File: src/rtl/prd_pkg.sv
package prd_pkg;

    localparam int unsigned QueueDepth = 4;

    localparam logic [7:0]  DefFlag   = 8'd17;
    localparam logic [7:0]  GroupFlag = 8'd61;
    localparam logic [31:0] HeadBytes = 32'd9;

    localparam logic [1:0] KIND_HEADER   = 2'd0;
    localparam logic [1:0] KIND_DOC      = 2'd1;
    localparam logic [1:0] KIND_COMPLETE = 2'd2;
    localparam logic [1:0] KIND_ERROR    = 2'd3;

    localparam logic [2:0] ERR_NONE      = 3'd0;
    localparam logic [2:0] ERR_DEF_FLAG  = 3'd1;
    localparam logic [2:0] ERR_TERM      = 3'd2;
    localparam logic [2:0] ERR_LENGTH    = 3'd3;
    localparam logic [2:0] ERR_GROUP     = 3'd4;
    localparam logic [2:0] ERR_TRUNCATED = 3'd5;

    typedef struct packed {
        logic [1:0]  kind;
        logic [31:0] category;
        logic [31:0] term_frequency;
        logic [31:0] doc_count;
        logic [31:0] doc_id;
        logic [31:0] doc_frequency;
        logic [2:0]  error_code;
        logic        last;
    } t_result;

    // Work handed from the byte front to the result back.
    typedef struct packed {
        logic    has_a;
        logic    has_b;
        t_result res_a;
        t_result res_b;
    } t_work;

endpackage

File: src/rtl/prd_front.sv
module prd_front (
    input  logic          i_clk,
    input  logic          i_rst_n,
    input  logic          i_byte_order,
    input  logic          i_take,
    input  logic          i_first_byte,
    input  logic [7:0]    i_data_byte,
    input  logic [31:0]   i_entry_length,
    input  logic [31:0]   i_expected_ident,
    output prd_pkg::t_work o_work
);
    import prd_pkg::*;

    localparam logic [3:0] P_IDLE  = 4'd0;
    localparam logic [3:0] P_FLAG  = 4'd1;
    localparam logic [3:0] P_IDENT = 4'd2;
    localparam logic [3:0] P_DLEN  = 4'd3;
    localparam logic [3:0] P_GFLAG = 4'd4;
    localparam logic [3:0] P_CAT   = 4'd5;
    localparam logic [3:0] P_TFREQ = 4'd6;
    localparam logic [3:0] P_NDOCS = 4'd7;
    localparam logic [3:0] P_DID   = 4'd8;
    localparam logic [3:0] P_DFREQ = 4'd9;
    localparam logic [3:0] P_DONE  = 4'd10;

    logic [3:0]  r_phase, n_phase;
    logic [1:0]  r_biw, n_biw;
    logic [31:0] r_word, n_word;
    logic [31:0] r_seen, n_seen;
    logic [31:0] r_len, n_len;
    logic [31:0] r_term, n_term;
    logic [31:0] r_cat, n_cat;
    logic [31:0] r_tf, n_tf;
    logic [31:0] r_left, n_left;
    logic [31:0] r_did, n_did;
    t_work       n_work;
    logic [31:0] w_word;
    logic        stop;

    function automatic t_result mk(input logic [1:0] k, input logic [31:0] c,
                                   input logic [31:0] t, input logic [31:0] d,
                                   input logic [31:0] id, input logic [31:0] df,
                                   input logic [2:0] e, input logic l);
        t_result r;
        r.kind = k; r.category = c; r.term_frequency = t; r.doc_count = d;
        r.doc_id = id; r.doc_frequency = df; r.error_code = e; r.last = l;
        return r;
    endfunction

    // Byte decode: one step of the record parser per accepted item.
    always_comb begin
        n_phase = r_phase; n_biw = r_biw; n_word = r_word; n_seen = r_seen;
        n_len = r_len; n_term = r_term; n_cat = r_cat; n_tf = r_tf;
        n_left = r_left; n_did = r_did;
        n_work = '0;
        stop = 1'b0;
        w_word = '0;
        if (i_take) begin
            if (i_first_byte) begin
                n_phase = P_FLAG; n_biw = '0; n_word = '0; n_seen = '0;
                n_len = i_entry_length; n_term = i_expected_ident;
                n_cat = '0; n_tf = '0; n_left = '0; n_did = '0;
                if (i_entry_length == '0) begin
                    n_work.has_a = 1'b1;
                    n_work.res_a = mk(KIND_ERROR, '0, '0, '0, '0, '0,
                                      ERR_TRUNCATED, 1'b1);
                    n_phase = P_DONE;
                    stop = 1'b1;
                end
            end else if (r_phase == P_IDLE || r_phase == P_DONE) begin
                stop = 1'b1;
            end
            if (!stop) begin
                n_seen = n_seen + 32'd1;
                if (n_phase == P_FLAG) begin
                    if (i_data_byte != DefFlag) begin
                        n_work.has_a = 1'b1;
                        n_work.res_a = mk(KIND_ERROR, '0, '0, '0, '0, '0,
                                          ERR_DEF_FLAG, 1'b1);
                        n_phase = P_DONE; stop = 1'b1;
                    end else begin
                        n_phase = P_IDENT;
                    end
                end else if (n_phase == P_GFLAG) begin
                    if (i_data_byte != GroupFlag) begin
                        n_work.has_a = 1'b1;
                        n_work.res_a = mk(KIND_ERROR, '0, '0, '0, '0, '0,
                                          ERR_GROUP, 1'b1);
                        n_phase = P_DONE; stop = 1'b1;
                    end else begin
                        n_phase = P_CAT;
                    end
                end else begin
                    if (i_byte_order) w_word = {n_word[23:0], i_data_byte};
                    else w_word = n_word | ({24'd0, i_data_byte} << {n_biw, 3'b000});
                    n_word = w_word;
                    if (n_biw != 2'd3) begin
                        n_biw = n_biw + 2'd1;
                    end else begin
                        n_biw = '0; n_word = '0;
                        case (n_phase)
                            P_IDENT: begin
                                if (w_word != n_term) begin
                                    n_work.has_a = 1'b1;
                                    n_work.res_a = mk(KIND_ERROR, '0, '0, '0, '0, '0,
                                                      ERR_TERM, 1'b1);
                                    n_phase = P_DONE; stop = 1'b1;
                                end else n_phase = P_DLEN;
                            end
                            P_DLEN: begin
                                if (w_word + HeadBytes != n_len) begin
                                    n_work.has_a = 1'b1;
                                    n_work.res_a = mk(KIND_ERROR, '0, '0, '0, '0, '0,
                                                      ERR_LENGTH, 1'b1);
                                    n_phase = P_DONE; stop = 1'b1;
                                end else n_phase = P_GFLAG;
                            end
                            P_CAT: begin n_cat = w_word; n_phase = P_TFREQ; end
                            P_TFREQ: begin n_tf = w_word; n_phase = P_NDOCS; end
                            P_NDOCS: begin
                                n_left = w_word;
                                n_work.has_a = 1'b1;
                                n_work.res_a = mk(KIND_HEADER, n_cat, n_tf, w_word,
                                                  '0, '0, ERR_NONE, 1'b0);
                                n_phase = (w_word != '0) ? P_DID : P_GFLAG;
                            end
                            P_DID: begin n_did = w_word; n_phase = P_DFREQ; end
                            default: begin
                                n_work.has_a = 1'b1;
                                n_work.res_a = mk(KIND_DOC, n_cat, n_tf, '0,
                                                  n_did, w_word, ERR_NONE, 1'b0);
                                n_left = n_left - 32'd1;
                                n_phase = (n_left != '0) ? P_DID : P_GFLAG;
                            end
                        endcase
                    end
                end
                // End of record check after the byte.
                if (!stop && n_seen == n_len) begin
                    n_work.has_b = 1'b1;
                    if (n_phase == P_GFLAG && n_biw == '0)
                        n_work.res_b = mk(KIND_COMPLETE, '0, '0, '0, '0, '0,
                                          ERR_NONE, 1'b1);
                    else
                        n_work.res_b = mk(KIND_ERROR, '0, '0, '0, '0, '0,
                                          ERR_TRUNCATED, 1'b1);
                    n_phase = P_DONE;
                end
            end
        end
    end

    assign o_work = n_work;

    always_ff @(posedge i_clk) begin
        if (!i_rst_n) begin
            r_phase <= P_IDLE; r_biw <= '0; r_word <= '0; r_seen <= '0;
            r_len <= '0; r_term <= '0; r_cat <= '0; r_tf <= '0;
            r_left <= '0; r_did <= '0;
        end else begin
            r_phase <= n_phase; r_biw <= n_biw; r_word <= n_word; r_seen <= n_seen;
            r_len <= n_len; r_term <= n_term; r_cat <= n_cat; r_tf <= n_tf;
            r_left <= n_left; r_did <= n_did;
        end
    end

endmodule

File: src/rtl/prd_queue.sv
module prd_queue #(
    parameter int unsigned Depth = prd_pkg::QueueDepth
) (
    input  logic              i_clk,
    input  logic              i_rst_n,
    input  prd_pkg::t_work    i_work,
    input  logic              i_pop,
    output logic              o_full,
    output logic              o_empty,
    output prd_pkg::t_result  o_head
);
    import prd_pkg::*;

    localparam int unsigned Aw = (Depth > 1) ? $clog2(Depth) : 1;

    t_result        r_mem [Depth];
    logic [Aw-1:0]  r_rd, r_wr;
    logic [Aw:0]    r_cnt;
    logic [Aw-1:0]  wr2;
    logic           do_pop;
    logic [1:0]     n_push;

    function automatic logic [Aw-1:0] inc(input logic [Aw-1:0] p);
        return (p == Aw'(Depth - 1)) ? '0 : p + Aw'(1);
    endfunction

    assign do_pop  = i_pop && !o_empty;
    assign wr2     = inc(r_wr);
    assign n_push  = {1'b0, i_work.has_a} + {1'b0, i_work.has_b};
    assign o_empty = (r_cnt == '0);
    // Room for two results is needed before the next item may enter.
    assign o_full  = (r_cnt > (Aw+1)'(Depth - 2));
    assign o_head  = r_mem[r_rd];

    // Result storage: up to two writes per item.
    always_ff @(posedge i_clk) begin
        if (i_work.has_a) r_mem[r_wr] <= i_work.res_a;
        if (i_work.has_b) begin
            if (i_work.has_a) r_mem[wr2] <= i_work.res_b;
            else r_mem[r_wr] <= i_work.res_b;
        end
    end

    always_ff @(posedge i_clk) begin
        if (!i_rst_n) begin
            r_rd <= '0; r_wr <= '0; r_cnt <= '0;
        end else begin
            if (n_push == 2'd1) r_wr <= wr2;
            else if (n_push == 2'd2) r_wr <= inc(wr2);
            if (do_pop) r_rd <= inc(r_rd);
            r_cnt <= r_cnt + (Aw+1)'(n_push) - (Aw+1)'(do_pop);
        end
    end

endmodule

File: src/rtl/posting_record_decoder.sv
// Posting record decoder: push one record byte per cycle (first_byte marks
// the start, with entry_length and expected_ident). An item is taken every
// cycle while full is low; each byte is parsed and its up to
// two results go into a four-entry result queue read through empty and pop.
// Full rises while fewer than two queue slots remain free. byte_order is
// written through the cfg channel, which is always ready.
module posting_record_decoder #(
    parameter int unsigned QDepth = prd_pkg::QueueDepth
) (
    input  logic        i_clk,
    input  logic        i_rst_n,
    input  logic        push,
    output logic        full,
    input  logic        i_first_byte,
    input  logic [7:0]  i_data_byte,
    input  logic [31:0] i_entry_length,
    input  logic [31:0] i_expected_ident,
    output logic        empty,
    input  logic        pop,
    output logic [1:0]  o_result_kind,
    output logic [31:0] o_category,
    output logic [31:0] o_term_frequency,
    output logic [31:0] o_doc_count,
    output logic [31:0] o_doc_id,
    output logic [31:0] o_doc_frequency,
    output logic [2:0]  o_error_code,
    output logic        o_last,
    input  logic        i_cfg_valid,
    output logic        o_cfg_ready,
    input  logic        i_cfg_byte_order
);
    import prd_pkg::*;

    logic    r_order;
    t_work   work;
    t_result head;

    assign o_cfg_ready = 1'b1;

    // Configuration register.
    always_ff @(posedge i_clk) begin
        if (!i_rst_n) r_order <= 1'b0;
        else if (i_cfg_valid) r_order <= i_cfg_byte_order;
    end

    prd_front u_front (
        .i_clk, .i_rst_n, .i_byte_order(r_order), .i_take(push && !full),
        .i_first_byte, .i_data_byte, .i_entry_length, .i_expected_ident,
        .o_work(work)
    );

    prd_queue #(.Depth(QDepth)) u_queue (
        .i_clk, .i_rst_n, .i_work(work), .i_pop(pop), .o_full(full),
        .o_empty(empty), .o_head(head)
    );

    assign o_result_kind    = head.kind;
    assign o_category       = head.category;
    assign o_term_frequency = head.term_frequency;
    assign o_doc_count      = head.doc_count;
    assign o_doc_id         = head.doc_id;
    assign o_doc_frequency  = head.doc_frequency;
    assign o_error_code     = head.error_code;
    assign o_last           = head.last;

endmodule

File: config.mk
export PLATFORM = sky130hd
export DESIGN_NAME = posting_record_decoder
export DESIGN_NICKNAME = d
export VERILOG_FILES = /design/src/rtl/prd_pkg.sv /design/src/rtl/prd_front.sv /design/src/rtl/prd_queue.sv /design/src/rtl/posting_record_decoder.sv
export SDC_FILE = /design/constraint.sdc
export NUM_CORES = 2
export LEC_CHECK = 0
export BUFFER_PORTS_ARGS = -buffer_cell sky130_fd_sc_hd__buf_2
export CORE_MARGIN = 2
export CORE_UTILIZATION = 60
export DETAILED_ROUTE_END_ITERATION = 10
export HOLD_SLACK_MARGIN = 0.1
export PLACE_DENSITY = 0.75
export SYNTH_ARGS = -nofsm -noshare
export SYNTH_HDL_FRONTEND = slang
export SYNTH_SLANG_ARGS = --single-unit
File: constraint.sdc
create_clock -name i_clk -period 15.4 [get_ports i_clk]
set_input_delay 0.77 -clock i_clk [delete_from_list [all_inputs] [get_ports i_clk]]
set_output_delay 0.77 -clock i_clk [all_outputs]
set_load 0.03 [all_outputs]
=== After elaboration in Yosys (flattened, before gate mapping) ===
Memories as Yosys holds them, arrays and structs flattened. A register that Yosys moved wholly into a read port is not among the register bits.
Cells that the tools add are included.

* Input port bits: 79
* Output and inout bits: 169
* Logic and storage cells: 188
* Register bits: 270
* Memories kept: 1
* Memory bits (writable): 664

{| class="wikitable"
|+ Memory list
! memory !! words !! width !! rd ports !! clocked after memory_dff !! write ports !! line !! RTL
|-
| u_queue.r_mem || 4 || 166 || 1 || 1 || 2 || prd_queue.sv:16 || <nowiki>t_result r_mem [Depth];</nowiki>
|}

* Reduce and logical (&&, ||, !) cells: 17
* $lt $le $gt $ge: 1
* Shifts and indexed selects: 1
* Bitwise logic cells: 2
* Eq/ne operators: 21
* Mux-type cells: 121
* Add/sub/neg operators: 10

{| class="wikitable"
|+ Operator list
! operator !! number
|-
| 2-to-1 mux 166 bit || 11
|-
| 2-to-1 mux 32 bit || 42
|-
| 2-to-1 mux 334 bit || 2
|-
| one-hot mux 166 bit (4 select lines) || 1
|-
| 2-to-1 mux 165 bit || 1
|-
| 2-to-1 mux 4 bit || 16
|-
| != test 32 bit || 2
|-
| one-hot mux 32 bit (2 select lines) || 1
|-
| nonzero test 32 bit || 2
|-
| adder 32 x 1 -> 32 bit (second input constant) || 1
|-
| adder 32 x 4 -> 32 bit (second input constant) || 1
|-
| == test 32 bit || 1
|-
| zero test 32 bit || 1
|-
| OR 32 bit || 1
|-
| << shifter 8 x 5 -> 32 bit || 1
|-
| subtractor 32 x 1 -> 32 bit (second input constant) || 1
|-
| 2-to-1 mux 2 bit || 15
|-
| 2-to-1 mux 1 bit || 29
|-
| one-hot mux 4 bit (6 select lines) || 1
|-
| == test 4 x 3 -> 1 bit (second input constant) || 5
|-
| adder 2 x 1 -> 2 bit (second input constant) || 4
|-
| == test 2 bit (second input constant) || 4
|-
| == test 4 x 2 -> 1 bit (second input constant) || 2
|-
| == test 4 bit (second input constant) || 2
|-
| other kinds (21) || 26
|}

=== Longest topological paths before layout ===
* Depth in word-level cells: 30
* Mapped depth: 33
* Gate-level depth less buffers: 24

=== Cells and area by module ===
A second synthesis with hierarchy kept.

* Cells, all modules: 4158
* Area total of the unflattened synthesis: 53791.6 um^2

{| class="wikitable"
|+ Modules (own cells, without submodules)
! module !! area an instance (um^2) !! seq. area each (um^2) !! cells each !! times used
|-
| prd_queue || 34933.5 || 20119.3 || 1683 || 1
|-
| prd_front || 18804.3 || 5245.0 || 2469 || 1
|-
| posting_record_decoder || 53.8 || 20.0 || 6 || 1
|}

=== Least setup slack after synthesis ===
No wires, ideal clock.

* Kind: in2reg
* From: input i_first_byte
* To: memory u_queue.r_mem[3][0] (netlist bit), enable pin
* Data required time: 15.095 ns
* Library setup time: 0.305 ns
* Data arrival time: 6.780 ns
* Buffers on the path: 14
* Cell stages on the path: 30
* Setup slack: 8.315 ns
* Cells stage by stage: buf_2 -> buf_2 -> buf_2 -> buf_2 -> buf_2 -> clkbuf_1 -> clkbuf_1 -> clkbuf_1 -> buf_1 -> clkbuf_1 -> buf_1 -> nor2b_1 -> ha_1 -> xor2_1 -> nor3_1 -> a31oi_1 -> nor4_1 -> o21ai_0 -> nor4_1 -> nor4b_1 -> nand4_1 -> nor2_1 -> o21ai_2 -> inv_1 -> ha_1 -> clkbuf_1 -> a21oi_1 -> clkbuf_1 -> clkbuf_1 -> inv_1

{| class="wikitable"
|+ RTL lines
! what !! line !! RTL
|-
| start: declaration || posting_record_decoder.sv:14 || <nowiki>input logic i_first_byte,</nowiki>
|-
| end: declaration || prd_queue.sv:16 ||
|}

==> flow_summary.ini <==
[run_status]
status = finished, final reports clean

[die]
die-area_sq_um = 69090
placementRows = 94
num_io_pins = 248
die_h_um = 262.8
initial_core_util_pct = 60.82
die_w_um = 262.8
core_sq_um = 66100

[clocking]
cts_inserted_buffers = 93
htreeDepth = 3
clock_path_buffers = 3
tritoncts = yes
cts-root-buf = clkbuf_16
postCtsResizedCells = 0
numClockSinks = 932
clk_latency_ns = 0.67
clk_pin_slew_ns = 0.06
post_cts_buffers = 0
cts_hold_buffers = 0

[yosys]
yosys_warnings = 0
yosys-top-cells-count = 916 x dfxtp_1, 642 x a22o_1, 322 x nor2_1, 317 x clkbuf_1, 286 x nand2_1
yosys.area.top_type_share_pct = 45.61
netlist_area_sq_um = 40200
synthCells = 3917
syn_nets = 4015
ys_seq_area_share_pct = 46.81
ys_types = 85
netlist.top_cell.by_area = dfxtp_1
ys_ff_latch = 932
synth-async-reset-ratio_pct = 0
yosysMostFrequentCell = dfxtp_1
synthTopCellsByArea = dfxtp_1 46%, a22o_1 14%, mux4_2 9.2%
synth_ff_type = dfxtp_1
avgSynthCellArea_sq_um = 10.26
synth_edf_count = 16

[timing]
setup-violations-final = 0
rsz0062_at_grt = no
worstMarginPinSlew_ns = 1.252
fin_skew_ns = 0.04626
period_minus_slack_ns = 8.698
finalCritPeriodShare_pct = 56.48
slew_headroom_pct = 16.25
drv_slew = 0
fmax_mhz = 115.0
hold_slack_ns = 0.3638
finalHoldViolations = 0
setup_tns_ns = 0
worst_slack_ns = 6.702

[global_routing]
grt_pass1_vias = 32440
antenna_found_initial = 4
grt_pass1_wl_mm = 198.5
grt_max_degree = 98
grt_remaining_overflow = 0
track_usage_pct = 36.60

[pwr]
p_per_area_nw_per_um2 = 124.8
p_sw_share_pct = 28.08
p_clk_share_pct = 41.4
comb_power_share_pct = 14.3
p_sw_mw = 1.584
p_seq_share_pct = 44.3
internal_power_mw = 4.057
irDropWorstVdd_v = 0.00009779
p_leak_nw = 17.24

[detailed_routing]
drtIter0Drc = 4322
dr.pass1.iters = 7
drc = 0
wl_mm = 130.3
via_per_inst = 6.938
via_count = 34120
routedWlPerCell_um = 26.50
antenna_left = 0

[layout]
fillCellCount = 5032
area_growth_pct = 12.45
drive_gt1_share_pct = 17.81
nets = 4072

[placed_design]
io_buffers = 246
place_ws_ns = 6.641
gp_congestion = 1.001
dpl.hpwl_mm = 79.28

[critical_path]
start_kind = register
reg2reg_slack_ns = 6.70
endpoint = u_queue.r_mem[0][71]$_SDFFE_PP0P_
regToRegStartpoint = r_order$_SDFFE_PN0P_
cp.arrival_ns = 9.30
crit_path_end_kind = register
r2r-end = u_queue.r_mem[0][71]$_SDFFE_PP0P_
crit_type = reg2reg
critPathMaxFanout = 77
startpoint = r_order$_SDFFE_PN0P_
rr_worst_depth = 23
worstPathRequired_ns = 16.01

[hold_path]
min-delay-path-class = in2reg

[flow_run]
maxCapViolCount = 0
-- metal layers --
layer	global-route usage, %	vias up	wire (um)
met5	0	-	0
met4	17.67	0	6618
met3	6.934	346	12810
met2	57.70	2019	59770
met1	48.72	16810	51120
li1	-	14940	-
-- sequential cells by signal (all words and copies together), names as in the netlist, named ones only --
register / count
r_order: 1
u_front.r_biw: 2
u_front.r_cat: 32
u_front.r_did: 32
u_front.r_left: 32
u_front.r_len: 32
u_front.r_phase: 4
u_front.r_seen: 32
u_front.r_term: 32
u_front.r_tf: 32
u_front.r_word: 32
u_queue.r_cnt: 3
u_queue.r_mem: 660
u_queue.r_rd: 2
u_queue.r_wr: 2
-- worst max-delay path: stages (launching register included) --
cell      delay [ns]
dfxtp_2         0.31
buf_4           0.48
or2_1           0.33
o21ai_0         0.15
and2_1          0.21
clkinv_1        0.38
ha_1            0.31
a21oi_1         0.09
o22ai_1         0.34
nand4_1         0.33
nor3_1          0.51
mux2i_1         0.23
a22o_1          0.16
nand4_1         0.12
or4_4           0.63
a21o_1          0.25
o21ai_0         0.19
a21o_1          0.21
inv_1           0.06
ha_1            0.41
a21oi_4         0.94
buf_4           0.97
buf_4           0.71
a22o_1          0.26
-- worst min-delay path by stage --
stage               slack, ns  cells past startpoint                                end                              start
floorplan                0.42                      2  u_queue.r_mem[2][13]$_SDFFE_PP0P_  u_queue.r_mem[2][13]$_SDFFE_PP0P_
global placement         0.43                      2  u_queue.r_mem[1][13]$_SDFFE_PP0P_  u_queue.r_mem[1][13]$_SDFFE_PP0P_
detailed placement       0.44                      2  u_queue.r_mem[2][77]$_SDFFE_PP0P_  u_queue.r_mem[2][77]$_SDFFE_PP0P_
CTS                      0.35                      3    u_front.r_term[12]$_SDFFE_PN0P_               i_expected_ident[12]
global route             0.36                      3    u_front.r_term[21]$_SDFFE_PN0P_               i_expected_ident[21]
finish                   0.36                      3    u_front.r_term[12]$_SDFFE_PN0P_               i_expected_ident[12]
-- stage by stage --
step	util [%]	instances	instance area (sq um)	total power, mW
after floorplan	-	3917	40200	3.094
after global placement	63.53	4743	41990	3.337
after detailed placement	63.53	4743	41990	3.340
after CTS	68.37	4912	45190	5.637
after global routing	68.38	4914	45200	5.802
final	68.39	4917	45210	5.642
-- cell families after synthesis --
family	count (synthesis)	synth area share (%)
mux	220	10.63
xor+xnor	145	3.193
compound gates	1273	24.30
simple gates	922	10.53
buf+inv	405	3.918
flops	932	46.81
other cells	1	0.009328
fa+ha+maj	19	0.6100
-- layout make-up --
cell class	instances	area, sq um	share of cell area [%]
Clock buffer	138	2838	6.277
Multi-Input combinational cell	2580	20080	44.41
Timing Repair Buffer	328	1853	4.099
Sequential cell	932	18830	41.65
Clock inverter	31	365.4	0.8082
Inverter	39	153.9	0.3404
Antenna cell	5	12.51	0.02768
Tap cell	864	1081	2.391
-- power groups by stage --
stage                     combinational [mW]  sequential [mW]  clock, mW
final                                  0.807             2.50       2.33
after global routing                   0.858             2.50       2.44
after CTS                              0.791             2.50       2.35
after detailed placement               0.788             2.55          0
after global placement                 0.785             2.55          0
after floorplan                        0.576             2.52          0
-- cells in the final DEF (no fill, tap or decap), drive strengths merged, types with 110 or more instances in the layout --
cell type | Yosys | routed
o21ai | 131 | 131
dfxtp | 916 | 916
nand2 | 286 | 286
a22o | 642 | 642
a21oi | 166 | 166
a22oi | 110 | 110
clkbuf | 317 | 138
buf | 49 | 328
nor2 | 324 | 324
mux4 | 165 | 165
Power figures use the tool's default switching activity.
